--- config.mk ---
export PLATFORM = sky130hd
export DESIGN_NAME = crc16_word_shift_checker_top
export DESIGN_NICKNAME = d
export VERILOG_FILES = /design/src/sv/cwsc_pkg.sv /design/src/sv/cwsc_front.sv /design/src/sv/cwsc_queue.sv /design/src/sv/cwsc_back.sv /design/src/sv/crc16_word_shift_checker_top.sv
export SDC_FILE = /design/constraint.sdc
export NUM_CORES = 1
export LEC_CHECK = 0
export BUFFER_PORTS_ARGS = -buffer_cell sky130_fd_sc_hd__buf_2
export CAP_MARGIN = 5
export CORE_MARGIN = 2
export CORE_UTILIZATION = 62
export DETAILED_ROUTE_END_ITERATION = 10
export HOLD_SLACK_MARGIN = 0.06
export PLACE_DENSITY = 0.81
export SYNTH_ARGS = -nofsm -noshare
export SYNTH_HDL_FRONTEND = slang
export SYNTH_SLANG_ARGS = --single-unit
--- constraint.sdc ---
create_clock -name clk_i -period 4 [get_ports clk_i]
set_clock_uncertainty 0.1 [all_clocks]
set_input_delay 0.2 -clock clk_i [delete_from_list [all_inputs] [get_ports clk_i]]
set_output_delay 0.2 -clock clk_i [all_outputs]
set_load 0.01 [all_outputs]
--- src/sv/cwsc_pkg.sv ---
`default_nettype none

package cwsc_pkg;

  localparam int unsigned WordW      = 16;
  localparam int unsigned ByteW      = 8;
  localparam int unsigned QueueDepth = 2;
  localparam int unsigned QueuePtrW  = (QueueDepth > 1) ? $clog2(QueueDepth) : 1;
  localparam int unsigned QueueCntW  = $clog2(QueueDepth + 1);

  localparam logic [WordW-1:0] Poly   = 16'h8005;
  localparam logic [WordW-1:0] TopBit = 16'h8000;

  typedef enum logic [2:0] {
    OP_LOAD,
    OP_SHIFT,
    OP_EMIT_WORD,
    OP_EMIT_SHIFT,
    OP_EMIT_SHIFT2
  } op_e;

  typedef struct packed {
    op_e              kind;
    logic [WordW-1:0] word;
  } op_t;

  typedef logic [WordW-1:0][2*WordW-1:0] mask_t;

  function automatic logic [WordW-1:0] shift_word_f(input logic [WordW-1:0] reg_in,
                                                    input logic [WordW-1:0] word_in);
    logic [WordW-1:0] r;
    logic [WordW-1:0] w;
    logic             top;
    r = reg_in;
    w = word_in;
    for (int i = 0; i < WordW; i++) begin
      top = |(r & TopBit);
      r   = {r[WordW-2:0], w[WordW-1]};
      if (top) begin
        r = r ^ Poly;
      end
      w = {w[WordW-2:0], 1'b0};
    end
    return r;
  endfunction

  function automatic mask_t build_masks_f(input logic close_twice);
    mask_t              m;
    logic [2*WordW-1:0] vec;
    logic [WordW-1:0]   res;
    m = '0;
    for (int i = 0; i < 2*WordW; i++) begin
      vec = '0;
      vec[i] = 1'b1;
      res = shift_word_f(vec[2*WordW-1:WordW], vec[WordW-1:0]);
      if (close_twice) begin
        res = shift_word_f(res, '0);
      end
      for (int j = 0; j < WordW; j++) begin
        m[j][i] = res[j];
      end
    end
    return m;
  endfunction

  localparam mask_t ShiftMasks  = build_masks_f(1'b0);
  localparam mask_t Shift2Masks = build_masks_f(1'b1);

  function automatic logic [WordW-1:0] apply_masks_f(input mask_t m,
                                                     input logic [2*WordW-1:0] vec);
    logic [WordW-1:0] res;
    for (int j = 0; j < WordW; j++) begin
      res[j] = ^(m[j] & vec);
    end
    return res;
  endfunction

endpackage

`default_nettype wire

--- src/sv/cwsc_front.sv ---
`default_nettype none

module cwsc_front (
  input  wire logic                       clk_i,
  input  wire logic                       rst_ni,
  input  wire logic                       in_valid_i,
  output logic                            in_ready_o,
  input  wire logic [cwsc_pkg::ByteW-1:0] in_byte_i,
  input  wire logic                       in_last_i,
  input  wire logic                       q_full_i,
  output logic                            push_o,
  output cwsc_pkg::op_t                   push_op_o
);

  typedef enum logic [1:0] {
    PH_EMPTY,
    PH_ONE,
    PH_EVEN,
    PH_ODD
  } phase_e;

  phase_e                       phase_q, phase_d;
  logic [cwsc_pkg::ByteW-1:0]   held_q, held_d;
  logic [cwsc_pkg::WordW-1:0]   pair;
  logic                         accept;
  logic                         want_push;

  assign in_ready_o = !q_full_i;
  assign accept     = in_valid_i && in_ready_o;
  assign pair       = {held_q, in_byte_i};
  assign push_o     = accept && want_push;

  always_comb begin
    phase_d        = phase_q;
    held_d         = held_q;
    want_push      = 1'b0;
    push_op_o.kind = cwsc_pkg::OP_EMIT_WORD;
    push_op_o.word = '0;
    case (phase_q)
      PH_EMPTY: begin
        if (in_last_i) begin
          want_push = 1'b1;
        end else begin
          held_d  = in_byte_i;
          phase_d = PH_ONE;
        end
      end
      PH_ONE: begin
        want_push      = 1'b1;
        push_op_o.word = pair;
        push_op_o.kind = in_last_i ? cwsc_pkg::OP_EMIT_WORD : cwsc_pkg::OP_LOAD;
        phase_d        = PH_EVEN;
      end
      PH_EVEN: begin
        if (in_last_i) begin
          want_push      = 1'b1;
          push_op_o.kind = cwsc_pkg::OP_EMIT_SHIFT;
          push_op_o.word = {in_byte_i, {cwsc_pkg::ByteW{1'b0}}};
        end else begin
          held_d  = in_byte_i;
          phase_d = PH_ODD;
        end
      end
      PH_ODD: begin
        want_push      = 1'b1;
        push_op_o.word = pair;
        push_op_o.kind = in_last_i ? cwsc_pkg::OP_EMIT_SHIFT2 : cwsc_pkg::OP_SHIFT;
        phase_d        = PH_EVEN;
      end
      default: begin
        phase_d = PH_EMPTY;
      end
    endcase
    if (in_last_i) begin
      phase_d = PH_EMPTY;
      held_d  = '0;
    end
  end

  always_ff @(posedge clk_i or negedge rst_ni) begin
    if (!rst_ni) begin
      phase_q <= PH_EMPTY;
      held_q  <= '0;
    end else if (accept) begin
      phase_q <= phase_d;
      held_q  <= held_d;
    end
  end

`ifndef SYNTH
  a_last_ends_run: assert property (@(posedge clk_i) disable iff (!rst_ni)
    (accept && in_last_i) |=> (phase_q == PH_EMPTY))
    else $error("phase not cleared after last word");
`endif

endmodule

`default_nettype wire

--- src/sv/cwsc_queue.sv ---
`default_nettype none

module cwsc_queue (
  input  wire logic          clk_i,
  input  wire logic          rst_ni,
  input  wire logic          push_i,
  input  wire cwsc_pkg::op_t push_op_i,
  output logic               full_o,
  input  wire logic          pop_i,
  output logic               valid_o,
  output cwsc_pkg::op_t      pop_op_o
);

  cwsc_pkg::op_t                      mem_q [cwsc_pkg::QueueDepth];
  logic [cwsc_pkg::QueuePtrW-1:0]     wr_ptr_q, rd_ptr_q;
  logic [cwsc_pkg::QueueCntW-1:0]     cnt_q;

  assign full_o   = (cnt_q == cwsc_pkg::QueueCntW'(cwsc_pkg::QueueDepth));
  assign valid_o  = (cnt_q != '0);
  assign pop_op_o = mem_q[rd_ptr_q];

  always_ff @(posedge clk_i) begin
    if (push_i) begin
      mem_q[wr_ptr_q] <= push_op_i;
    end
  end

  always_ff @(posedge clk_i or negedge rst_ni) begin
    if (!rst_ni) begin
      wr_ptr_q <= '0;
      rd_ptr_q <= '0;
      cnt_q    <= '0;
    end else begin
      if (push_i) begin
        wr_ptr_q <= (wr_ptr_q == cwsc_pkg::QueuePtrW'(cwsc_pkg::QueueDepth - 1)) ?
                    '0 : wr_ptr_q + 1'b1;
      end
      if (pop_i) begin
        rd_ptr_q <= (rd_ptr_q == cwsc_pkg::QueuePtrW'(cwsc_pkg::QueueDepth - 1)) ?
                    '0 : rd_ptr_q + 1'b1;
      end
      cnt_q <= cnt_q + cwsc_pkg::QueueCntW'(push_i) - cwsc_pkg::QueueCntW'(pop_i);
    end
  end

`ifndef SYNTH
  a_no_push_full: assert property (@(posedge clk_i) disable iff (!rst_ni)
    push_i |-> !full_o)
    else $error("push into full queue");
  a_no_pop_empty: assert property (@(posedge clk_i) disable iff (!rst_ni)
    pop_i |-> valid_o)
    else $error("pop from empty queue");
`endif

endmodule

`default_nettype wire

--- src/sv/cwsc_back.sv ---
`default_nettype none

module cwsc_back (
  input  wire logic                         clk_i,
  input  wire logic                         rst_ni,
  input  wire logic                         op_valid_i,
  input  wire cwsc_pkg::op_t                op_i,
  output logic                              pop_o,
  output logic                              out_valid_o,
  input  wire logic                         out_ready_i,
  output logic [cwsc_pkg::WordW-1:0]        out_data_o
);

  logic [cwsc_pkg::WordW-1:0] reg_q, reg_d;
  logic [cwsc_pkg::WordW-1:0] result;
  logic                       out_valid_q;
  logic [cwsc_pkg::WordW-1:0] out_data_q;
  logic                       is_emit;
  logic                       out_free;

  assign is_emit     = op_i.kind inside {cwsc_pkg::OP_EMIT_WORD, cwsc_pkg::OP_EMIT_SHIFT,
                                         cwsc_pkg::OP_EMIT_SHIFT2};
  assign out_free    = !out_valid_q || out_ready_i;
  assign pop_o       = op_valid_i && (!is_emit || out_free);
  assign out_valid_o = out_valid_q;
  assign out_data_o  = out_data_q;

  always_comb begin
    reg_d  = reg_q;
    result = '0;
    case (op_i.kind)
      cwsc_pkg::OP_LOAD: begin
        reg_d = op_i.word;
      end
      cwsc_pkg::OP_SHIFT: begin
        reg_d = cwsc_pkg::apply_masks_f(cwsc_pkg::ShiftMasks, {reg_q, op_i.word});
      end
      cwsc_pkg::OP_EMIT_WORD: begin
        result = op_i.word;
        reg_d  = '0;
      end
      cwsc_pkg::OP_EMIT_SHIFT: begin
        result = cwsc_pkg::apply_masks_f(cwsc_pkg::ShiftMasks, {reg_q, op_i.word});
        reg_d  = '0;
      end
      cwsc_pkg::OP_EMIT_SHIFT2: begin
        result = cwsc_pkg::apply_masks_f(cwsc_pkg::Shift2Masks, {reg_q, op_i.word});
        reg_d  = '0;
      end
      default: begin
        reg_d = reg_q;
      end
    endcase
  end

  always_ff @(posedge clk_i or negedge rst_ni) begin
    if (!rst_ni) begin
      reg_q       <= '0;
      out_valid_q <= 1'b0;
    end else begin
      if (pop_o) begin
        reg_q <= reg_d;
      end
      if (pop_o && is_emit) begin
        out_valid_q <= 1'b1;
      end else if (out_ready_i) begin
        out_valid_q <= 1'b0;
      end
    end
  end

  always_ff @(posedge clk_i) begin
    if (pop_o && is_emit) begin
      out_data_q <= result;
    end
  end

`ifndef SYNTH
  a_emit_clears_reg: assert property (@(posedge clk_i) disable iff (!rst_ni)
    (pop_o && is_emit) |=> (reg_q == '0))
    else $error("check register not cleared after result");
  a_emit_sets_valid: assert property (@(posedge clk_i) disable iff (!rst_ni)
    (pop_o && is_emit) |=> out_valid_q)
    else $error("result not presented");
`endif

endmodule

`default_nettype wire

--- src/sv/crc16_word_shift_checker_top.sv ---
// Path: a closing byte's op is written into the op queue; the back end registers its check value for output.
// Throughput: one byte per cycle while the op queue is not full; the word shift is a single XOR network per op.
// The two-entry op queue between pairing front and shift back sets stall decoupling.
// Reset: rst_ni asynchronous active low; clears phase, check register, queue, output valid.
`default_nettype none

module crc16_word_shift_checker_top (
  input  wire logic        clk_i,
  input  wire logic        rst_ni,
  input  wire logic        s_axis_tvalid_i,
  output logic             s_axis_tready_o,
  input  wire logic [7:0]  s_axis_tdata_i,   // [7:0] data_byte
  input  wire logic        s_axis_tlast_i,
  output logic             m_axis_tvalid_o,
  input  wire logic        m_axis_tready_i,
  output logic [15:0]      m_axis_tdata_o    // [15:0] check_value
);

  logic          q_full;
  logic          push;
  cwsc_pkg::op_t push_op;
  logic          pop;
  logic          op_valid;
  cwsc_pkg::op_t pop_op;

  cwsc_front u_front (
    .clk_i      (clk_i),
    .rst_ni     (rst_ni),
    .in_valid_i (s_axis_tvalid_i),
    .in_ready_o (s_axis_tready_o),
    .in_byte_i  (s_axis_tdata_i),
    .in_last_i  (s_axis_tlast_i),
    .q_full_i   (q_full),
    .push_o     (push),
    .push_op_o  (push_op)
  );

  cwsc_queue u_queue (
    .clk_i     (clk_i),
    .rst_ni    (rst_ni),
    .push_i    (push),
    .push_op_i (push_op),
    .full_o    (q_full),
    .pop_i     (pop),
    .valid_o   (op_valid),
    .pop_op_o  (pop_op)
  );

  cwsc_back u_back (
    .clk_i       (clk_i),
    .rst_ni      (rst_ni),
    .op_valid_i  (op_valid),
    .op_i        (pop_op),
    .pop_o       (pop),
    .out_valid_o (m_axis_tvalid_o),
    .out_ready_i (m_axis_tready_i),
    .out_data_o  (m_axis_tdata_o)
  );

endmodule

`default_nettype wire
==> results.sh, run 1 <==
export IMPL_outcome="finished clean"
export IMPL_cpPeakStageDelay_ns=0.43
export IMPL_end_kind="flop"
export IMPL_initial_core_util_pct=63.9
export IMPL_hold_viol=0
export IMPL_clock_fmax_mhz=345
export IMPL_m1WireLength_um=4570
export IMPL_first_pass_iters=5
export IMPL_async_flop_share_pct=36.5
export IMPL_path_clk_slew_ns=0.09
export IMPL_synth_compound_area_share_pct=12.1
export IMPL_cts_sinks=85
export IMPL_viasPerCell=5.91
export IMPL_grt_use_total_pct=25.0
export IMPL_syn_to_final_growth_pct=7.66
export IMPL_yosysSeqAreaShare_pct=45.9
export IMPL_multi_input_area_um2=2620
export IMPL_clockRootBuffer="clkbuf_8"
export IMPL_ioPinCount=31
export IMPL_fin_util_pct=68.8
export IMPL_die_h_um=95.8
export IMPL_post_synth_top_area_cell="edfxtp_1"
export IMPL_reg2reg_from="u_queue.rd_ptr_q"
export IMPL_synth_cell_types=50
export IMPL_path_class="flop to flop"
export IMPL_setup_viol=0
export IMPL_dp_hpwl_um=7580
export IMPL_antenna_found_initial=0
export IMPL_drc_errors=0
export IMPL_worstMarginPinSlew_ns=1.29
export IMPL_seqCellArea_um2=2400
export IMPL_totalWireLength_um=10400
export IMPL_grt_pass1_wl_um=17200
export IMPL_synth_simple_gate_area_share_pct=6.68
export IMPL_hp_class="input pin to flop"
export IMPL_worstPathCellList="buf_4 -> nor3_1 -> a21oi_2 -> or2_2 -> nand2_1 -> a21oi_1 -> ha_1 -> inv_1 -> ha_1 -> xnor2_1 -> xnor2_1"
export IMPL_port_buffers=30
export IMPL_reg2regPathDepth=11
export IMPL_synth_top_family_by_area="XOR/XNOR gates"
export IMPL_min_to="u_front.held_q[3]"
export IMPL_netlist_top_cells_area="edfxtp_1, dfrtp_1, xnor2_1"
export IMPL_die_width_um=95.8
export IMPL_core_um2=8180
export IMPL_grt_pass1_vias=3437
export IMPL_antenna_cells=0
export IMPL_fin_crit_sh_pct=72.4
export IMPL_synth_edf_count=54
export IMPL_synth_top_cell_area_share_pct=31.0
export IMPL_dieArea_um2=9180
export IMPL_avgSynthCellArea_um2=11.6
export IMPL_synth_nets=464
export IMPL_layout_drive_gt1_share_pct=13.9
export IMPL_vias=3421
export IMPL_period_needed_ns=2.89
export IMPL_ctsResizeCount=0
export IMPL_synth_xor_area_share_pct=25.1
export IMPL_top_layer="met4"
export IMPL_yosys_register_bits=85
export IMPL_synthAdderAreaFrac_pct=0.479
export IMPL_cts_buffers=9
export IMPL_final_nets=485
export IMPL_rr_endpoint="u_queue.cnt_q[1]"
export IMPL_yosys_warnings=0
export IMPL_slew_violations=0
export IMPL_cts_tree="done"
export IMPL_crit_arrival_ns=3.07
export IMPL_htree_levels=3
export IMPL_critPathSlowestCell="buf_4"
export IMPL_worstHoldStart="s_axis_tdata_i[3]"
export IMPL_cts_buffer_depth=2
export IMPL_slew_headroom_pct=13.1
export IMPL_clk_latency_ns=0.35
export IMPL_synthMuxAreaShare_pct=5.65
export IMPL_crit_path_start_kind="flop"
export IMPL_first_iter_violations=185
export IMPL_netlist_instances=449
export IMPL_cp_max_fo=34
export IMPL_fin_tns_setup_ns=0
export IMPL_ys_flop_type="edfxtp_1"
export IMPL_maxCapViolCount=0
export IMPL_wl_met2_um=5090
export IMPL_synth_area_um2=5230
export IMPL_grt_max_degree=35
export IMPL_grt_overflow=0
export IMPL_wire_per_inst_um=18.0
export IMPL_rows=33
export IMPL_min_path_cells=3
export IMPL_routabilityCongestion=0.880
export IMPL_worst_ep_required_time_ns=4.18
export IMPL_wl_met3_um=567
export IMPL_ant_nets=0
export IMPL_r2r_setup_slack_ns=1.11
export IMPL_rsz0062_at_grt="false"
export IMPL_nFillCells=600
==> placed cells by master (no fill, tap or decap), types with 6 or more instances in the layout <==
cell type	synthesis	routed
nand2_1	17	17
xnor2_1	86	86
inv_1	7	7
dfrtp_1	31	31
and2_1	10	10
a22o_1	9	9
clkbuf_8	1	9
o21a_1	11	11
o22ai_1	13	13
a22oi_1	10	10
buf_2	7	30
mux2i_1	25	25
o221ai_1	10	10
o21ai_0	16	16
buf_4	5	8
nor2_1	31	31
edfxtp_1	54	54
xor2_1	33	33
a21oi_1	7	6
==> sequential cells by signal, indices dropped and copies added, names as in the netlist <==
register	count
u_back.out_data_o	16
u_back.out_valid_o	1
u_back.reg_q	16
u_front.held_q	8
u_front.phase_q	2
u_queue.cnt_q	2
u_queue.mem_q	38
u_queue.rd_ptr_q	1
u_queue.wr_ptr_q	1
==> cells in the mapped netlist (2+ instances only) <==
master and instances:
dfrtp_1 31, or3_1 2, inv_1 7, edfxtp_1 54, a22o_1 9, o22ai_1 13
xnor2_2 2, nor2_1 31, o21a_1 11, ha_1 2, a22oi_1 10, nor3_1 4
clkbuf_1 13, xor2_1 33, a31oi_1 4, o32ai_1 2, nor3b_1 2, o2111ai_1 2
mux2i_1 25, mux2_2 2, o221ai_1 10, xnor2_4 2, a21oi_1 7, buf_6 5
xnor2_1 86, xnor3_1 5, nand4_1 2, buf_4 5, nand2_1 17, buf_2 7
and2_1 10, o21ai_0 16
==> worst max-delay path by stage <==
stage                          start                    to  slack (ns)  cells past startpoint
floorplan           u_queue.rd_ptr_q  u_back.out_data_o[0]        1.16                      9
global placement    u_queue.rd_ptr_q      u_queue.cnt_q[1]        1.22                     11
detailed placement  u_queue.rd_ptr_q      u_queue.cnt_q[1]        1.13                     11
CTS                 u_queue.rd_ptr_q      u_queue.cnt_q[1]        1.11                     11
global route        u_queue.rd_ptr_q      u_queue.cnt_q[1]        0.85                     11
finish              u_queue.rd_ptr_q      u_queue.cnt_q[1]        1.11                     11
==> stage by stage <==
stage	instances	setup slack, ns	cell area, µm²	hold WS [ns]
after floorplan	449	1.16	5230	-0.196
after global placement	561	1.22	5390	0.205
after detailed placement	561	1.13	5390	0.209
after CTS	579	1.11	5630	0.0728
after global routing	579	0.854	5630	0.0860
final	579	1.11	5630	0.0760
==> critical path, delay by kind of cell (launching register included) <==
kind,cells,cell delay [ns]
adder cells (fa/ha/maj),2,0.41
XOR/XNOR,2,0.26
flip-flops,1,0.33
AND/OR/NAND/NOR,3,0.65
buffers and inverters,2,0.48
AO/OA/AOI/OAI,2,0.59
==> metal layers <==
layer  track usage, %  vias to the layer above
met5                0                        -
met1             32.9                     1649
met3             4.62                       15
met2             42.4                      119
li1                 -                     1638
met4             7.62                        0
==> area by class of cell <==
cell class              instances  share of cell area (%)
inverters                       7                   0.467
well taps                     105                    2.33
clock buffers                   9                    2.20
clock inverters                 6                    1.56
flip-flops and latches         85                    42.6
multi-input cells             326                    46.6
repair buffers                 41                    4.27
==> kinds of logic (layout without fill, tap and decap cells) <==
group / after synthesis / count (layout)
XOR/XNOR: 131 / 131
flip-flops: 85 / 85
adder cells (fa/ha/maj): 2 / 2
AO/OA/AOI/OAI: 90 / 90
multiplexers: 28 / 28
buffers and inverters: 38 / 63
AND/OR/NAND/NOR: 75 / 75
==> repair_timing <==
action	in CTS	in global routing
hold buffers	3	0
endpoints found under the hold margin	33	0
setup buffers	0	0
Power of run 1 is left out: the tool's default activity adds up to more than one toggle a clock period on the data nets, which glitch-free logic cannot reach.
==> run 2: changes to the inputs <==
--- a/config.mk
+++ b/config.mk
@@ -5,6 +5,7 @@
 export SDC_FILE = /design/constraint.sdc
 export NUM_CORES = 1
 export LEC_CHECK = 0
+export ABC_AREA = 1
 export BUFFER_PORTS_ARGS = -buffer_cell sky130_fd_sc_hd__buf_2
 export CAP_MARGIN = 5
 export CORE_MARGIN = 2
==> constraint.sdc (replaced) <==
create_clock -name clk_i -period 2.9 [get_ports clk_i]
set_clock_uncertainty 0.1 [all_clocks]
set_input_delay 0.145 -clock clk_i [delete_from_list [all_inputs] [get_ports clk_i]]
set_output_delay 0.145 -clock clk_i [all_outputs]
set_load 0.01 [all_outputs]
==> run 2 against run 1 <==
  * Non-clock buffer count grew 8
  * Synthesized cell count grew 85%
  * First-iteration DRC count grew 91%
  * Critical path depth grew 2
  * Sequential share of layout area shrank 6.0 points
  * Worst hold slack gained 0.26 ns
  * Die area grew 16%
==> results.sh, run 2 <==
export IMPL_outcome="finished clean"
export IMPL_placed_cell_area_um2=6240
export IMPL_htree_levels=3
export IMPL_netlist_top_cells_area="edfxtp_1, nand2_1, dfrtp_1"
export IMPL_synth_area_um2=6100
export IMPL_nFillCells=841
export IMPL_end_kind="flop"
export IMPL_core_um2=9680
export IMPL_worst_ep_required_time_ns=3.08
export IMPL_first_iter_violations=353
export IMPL_slew_headroom_pct=43.6
export IMPL_slew_violations=0
export IMPL_clk_latency_ns=0.37
export IMPL_layout_commonest_cell="nand2_1"
export IMPL_synth_edf_count=54
export IMPL_path_clk_slew_ns=0.10
export IMPL_netlist_instances=830
export IMPL_grt_max_degree=38
export IMPL_top_register="u_queue.mem_q"
export IMPL_path_class="flop to flop"
export IMPL_wire_per_inst_um=15.0
export IMPL_port_buffers=30
export IMPL_cts_buffer_depth=2
export IMPL_viasPerCell=5.42
export IMPL_hp_class="input pin to asynchronous set/reset pin"
export IMPL_dp_hpwl_um=11200
export IMPL_cp_max_fo=37
export IMPL_synth_top_cell_area_share_pct=26.6
export IMPL_cts_sinks=85
export IMPL_fin_crit_sh_pct=90.0
export IMPL_layout_common_cells="nand2_1, inv_1, edfxtp_1"
export IMPL_ioPinCount=31
export IMPL_grt_pass1_vias=5020
export IMPL_rows=36
export IMPL_layout_drive_gt1_share_pct=14.9
export IMPL_final_nets=874
export IMPL_worstMarginPinSlew_ns=0.845
export IMPL_yosysSeqAreaShare_pct=39.3
export IMPL_first_pass_iters=5
export IMPL_reg2regPathDepth=13
export IMPL_grt_pass1_wl_um=24100
export IMPL_clock_fmax_mhz=383
export IMPL_hold_viol=0
export IMPL_yosys_warnings=0
export IMPL_antenna_found_initial=0
export IMPL_die_h_um=103
export IMPL_syn_to_final_growth_pct=7.32
export IMPL_maxCapViolCount=0
export IMPL_synth_cell_types=33
export IMPL_crit_arrival_ns=2.79
export IMPL_antenna_cells=0
export IMPL_vias=5405
export IMPL_routabilityCongestion=0.948
export IMPL_drc_errors=0
export IMPL_synth_nets=845
export IMPL_setup_viol=0
export IMPL_largest_register_ffs=38
export IMPL_die_width_um=103
export IMPL_post_synth_top_area_cell="edfxtp_1"
export IMPL_yosys_register_bits=85
export IMPL_totalWireLength_um=15000
export IMPL_dieArea_um2=10700
export IMPL_cts_buffers=9
export IMPL_clockRootBuffer="clkbuf_8"
export IMPL_rsz0062_at_grt="false"
export IMPL_fin_area_um2=6550
export IMPL_grt_overflow=0
export IMPL_period_needed_ns=2.61
export IMPL_grt_use_total_pct=29.9
export IMPL_ant_nets=0
export IMPL_initial_core_util_pct=63.0
export IMPL_ys_flop_type="edfxtp_1"
export IMPL_async_flop_share_pct=36.5
export IMPL_yosysMostFrequentCell="nand2_1"
export IMPL_avgSynthCellArea_um2=7.35
export IMPL_cts_tree="done"
export IMPL_fin_tns_setup_ns=0
export IMPL_crit_path_start_kind="flop"
export IMPL_synthTopCellsByCount="nand2_1, inv_1, edfxtp_1, nand3_1, nand2_2"
run 2: cell types whose count changed in the layout (fill, tap and decap cells not counted), sizes merged, moves of 10 or more:
cell    change
inv        +87
o21ai      +22
o21a       -11
nor2       -17
o221ai     -10
mux2i      -26
nand2     +391
nand3      +53
xnor2      -55
and2       -10
run 2: area by class of cell:
| cell class | count | area (µm²) | area share [%] |
|---|---|---|---|
| clock buffers | 10 | 128 | 1.95 |
| clock inverters | 6 | 65.1 | 0.993 |
| inverters | 97 | 364 | 5.56 |
| multi-input cells | 617 | 3110 | 47.4 |
| flip-flops and latches | 85 | 2400 | 36.6 |
| well taps | 133 | 166 | 2.54 |
| repair buffers | 49 | 323 | 4.93 |
run 2: cell families (layout without fill, tap and decap cells):
logic type | Yosys count | after routing | synth area share (%)
DFF | 85 | 85 | 39.3
buffers and inverters | 128 | 162 | 9.82
xor gates and xnor gates | 65 | 65 | 9.57
and+or+nand+nor | 483 | 483 | 33.5
adders and majority gates | 2 | 2 | 0.410
AOI/OAI and AO/OA | 67 | 67 | 7.46
run 2: stage by stage:
step | cells | setup WS, ns | hold slack (ns) | util, %
2_1_floorplan | 830 | 0.645 | -0.251 | -
3_3_place_gp | 969 | 0.524 | 0.165 | 64.4
3_5_place_dp | 969 | 0.385 | 0.182 | 64.4
4_1_cts | 997 | 0.353 | 0.344 | 67.6
5_1_grt | 997 | 0.117 | 0.403 | 67.6
6_report | 997 | 0.290 | 0.335 | 67.6
run 2: what timing repair did:
action | CTS | global route
endpoints found under the hold margin | 56 | 0
gates resized for setup | 0 | 0
hold buffers | 12 | 0
buffers inserted | 0 | 0
run 2: critical path: stages, from the launching register on:
cell and delay (ns):
dfrtp_1 0.37, buf_4 0.38, nand2_2 0.10, nand2_2 0.12, inv_2 0.11, nand3_2 0.21
nand2_1 0.13, nand3_2 0.08, o21ai_2 0.07, inv_2 0.09, nand2_4 0.12, inv_2 0.42
nand2_1 0.13, o21ai_2 0.08
run 2: metal layers:
layer	vias up	global-route usage, %	share of wire (%)
li1	2646	-	-
met4	0	12.1	2.8
met5	-	0	0
met3	35	4.97	6.5
met2	229	52.5	50
met1	2495	36.6	41
run 2: worst paths after layout:
check / startpoint / endpoint / slack, ns
setup reg to reg: u_queue.rd_ptr_q / u_back.reg_q[12] / 0.29
hold reg to reg: u_queue.wr_ptr_q / u_queue.wr_ptr_q / 0.40
setup / recovery: u_queue.rd_ptr_q / u_back.reg_q[12] / 0.29
min in group clk_i: u_queue.wr_ptr_q / u_queue.wr_ptr_q / 0.40
max in group asynchronous: rst_ni / u_front.phase_q[1] / 1.83
hold / removal: rst_ni / u_back.reg_q[13] / 0.33
Power of run 2 is left out for the same reason.
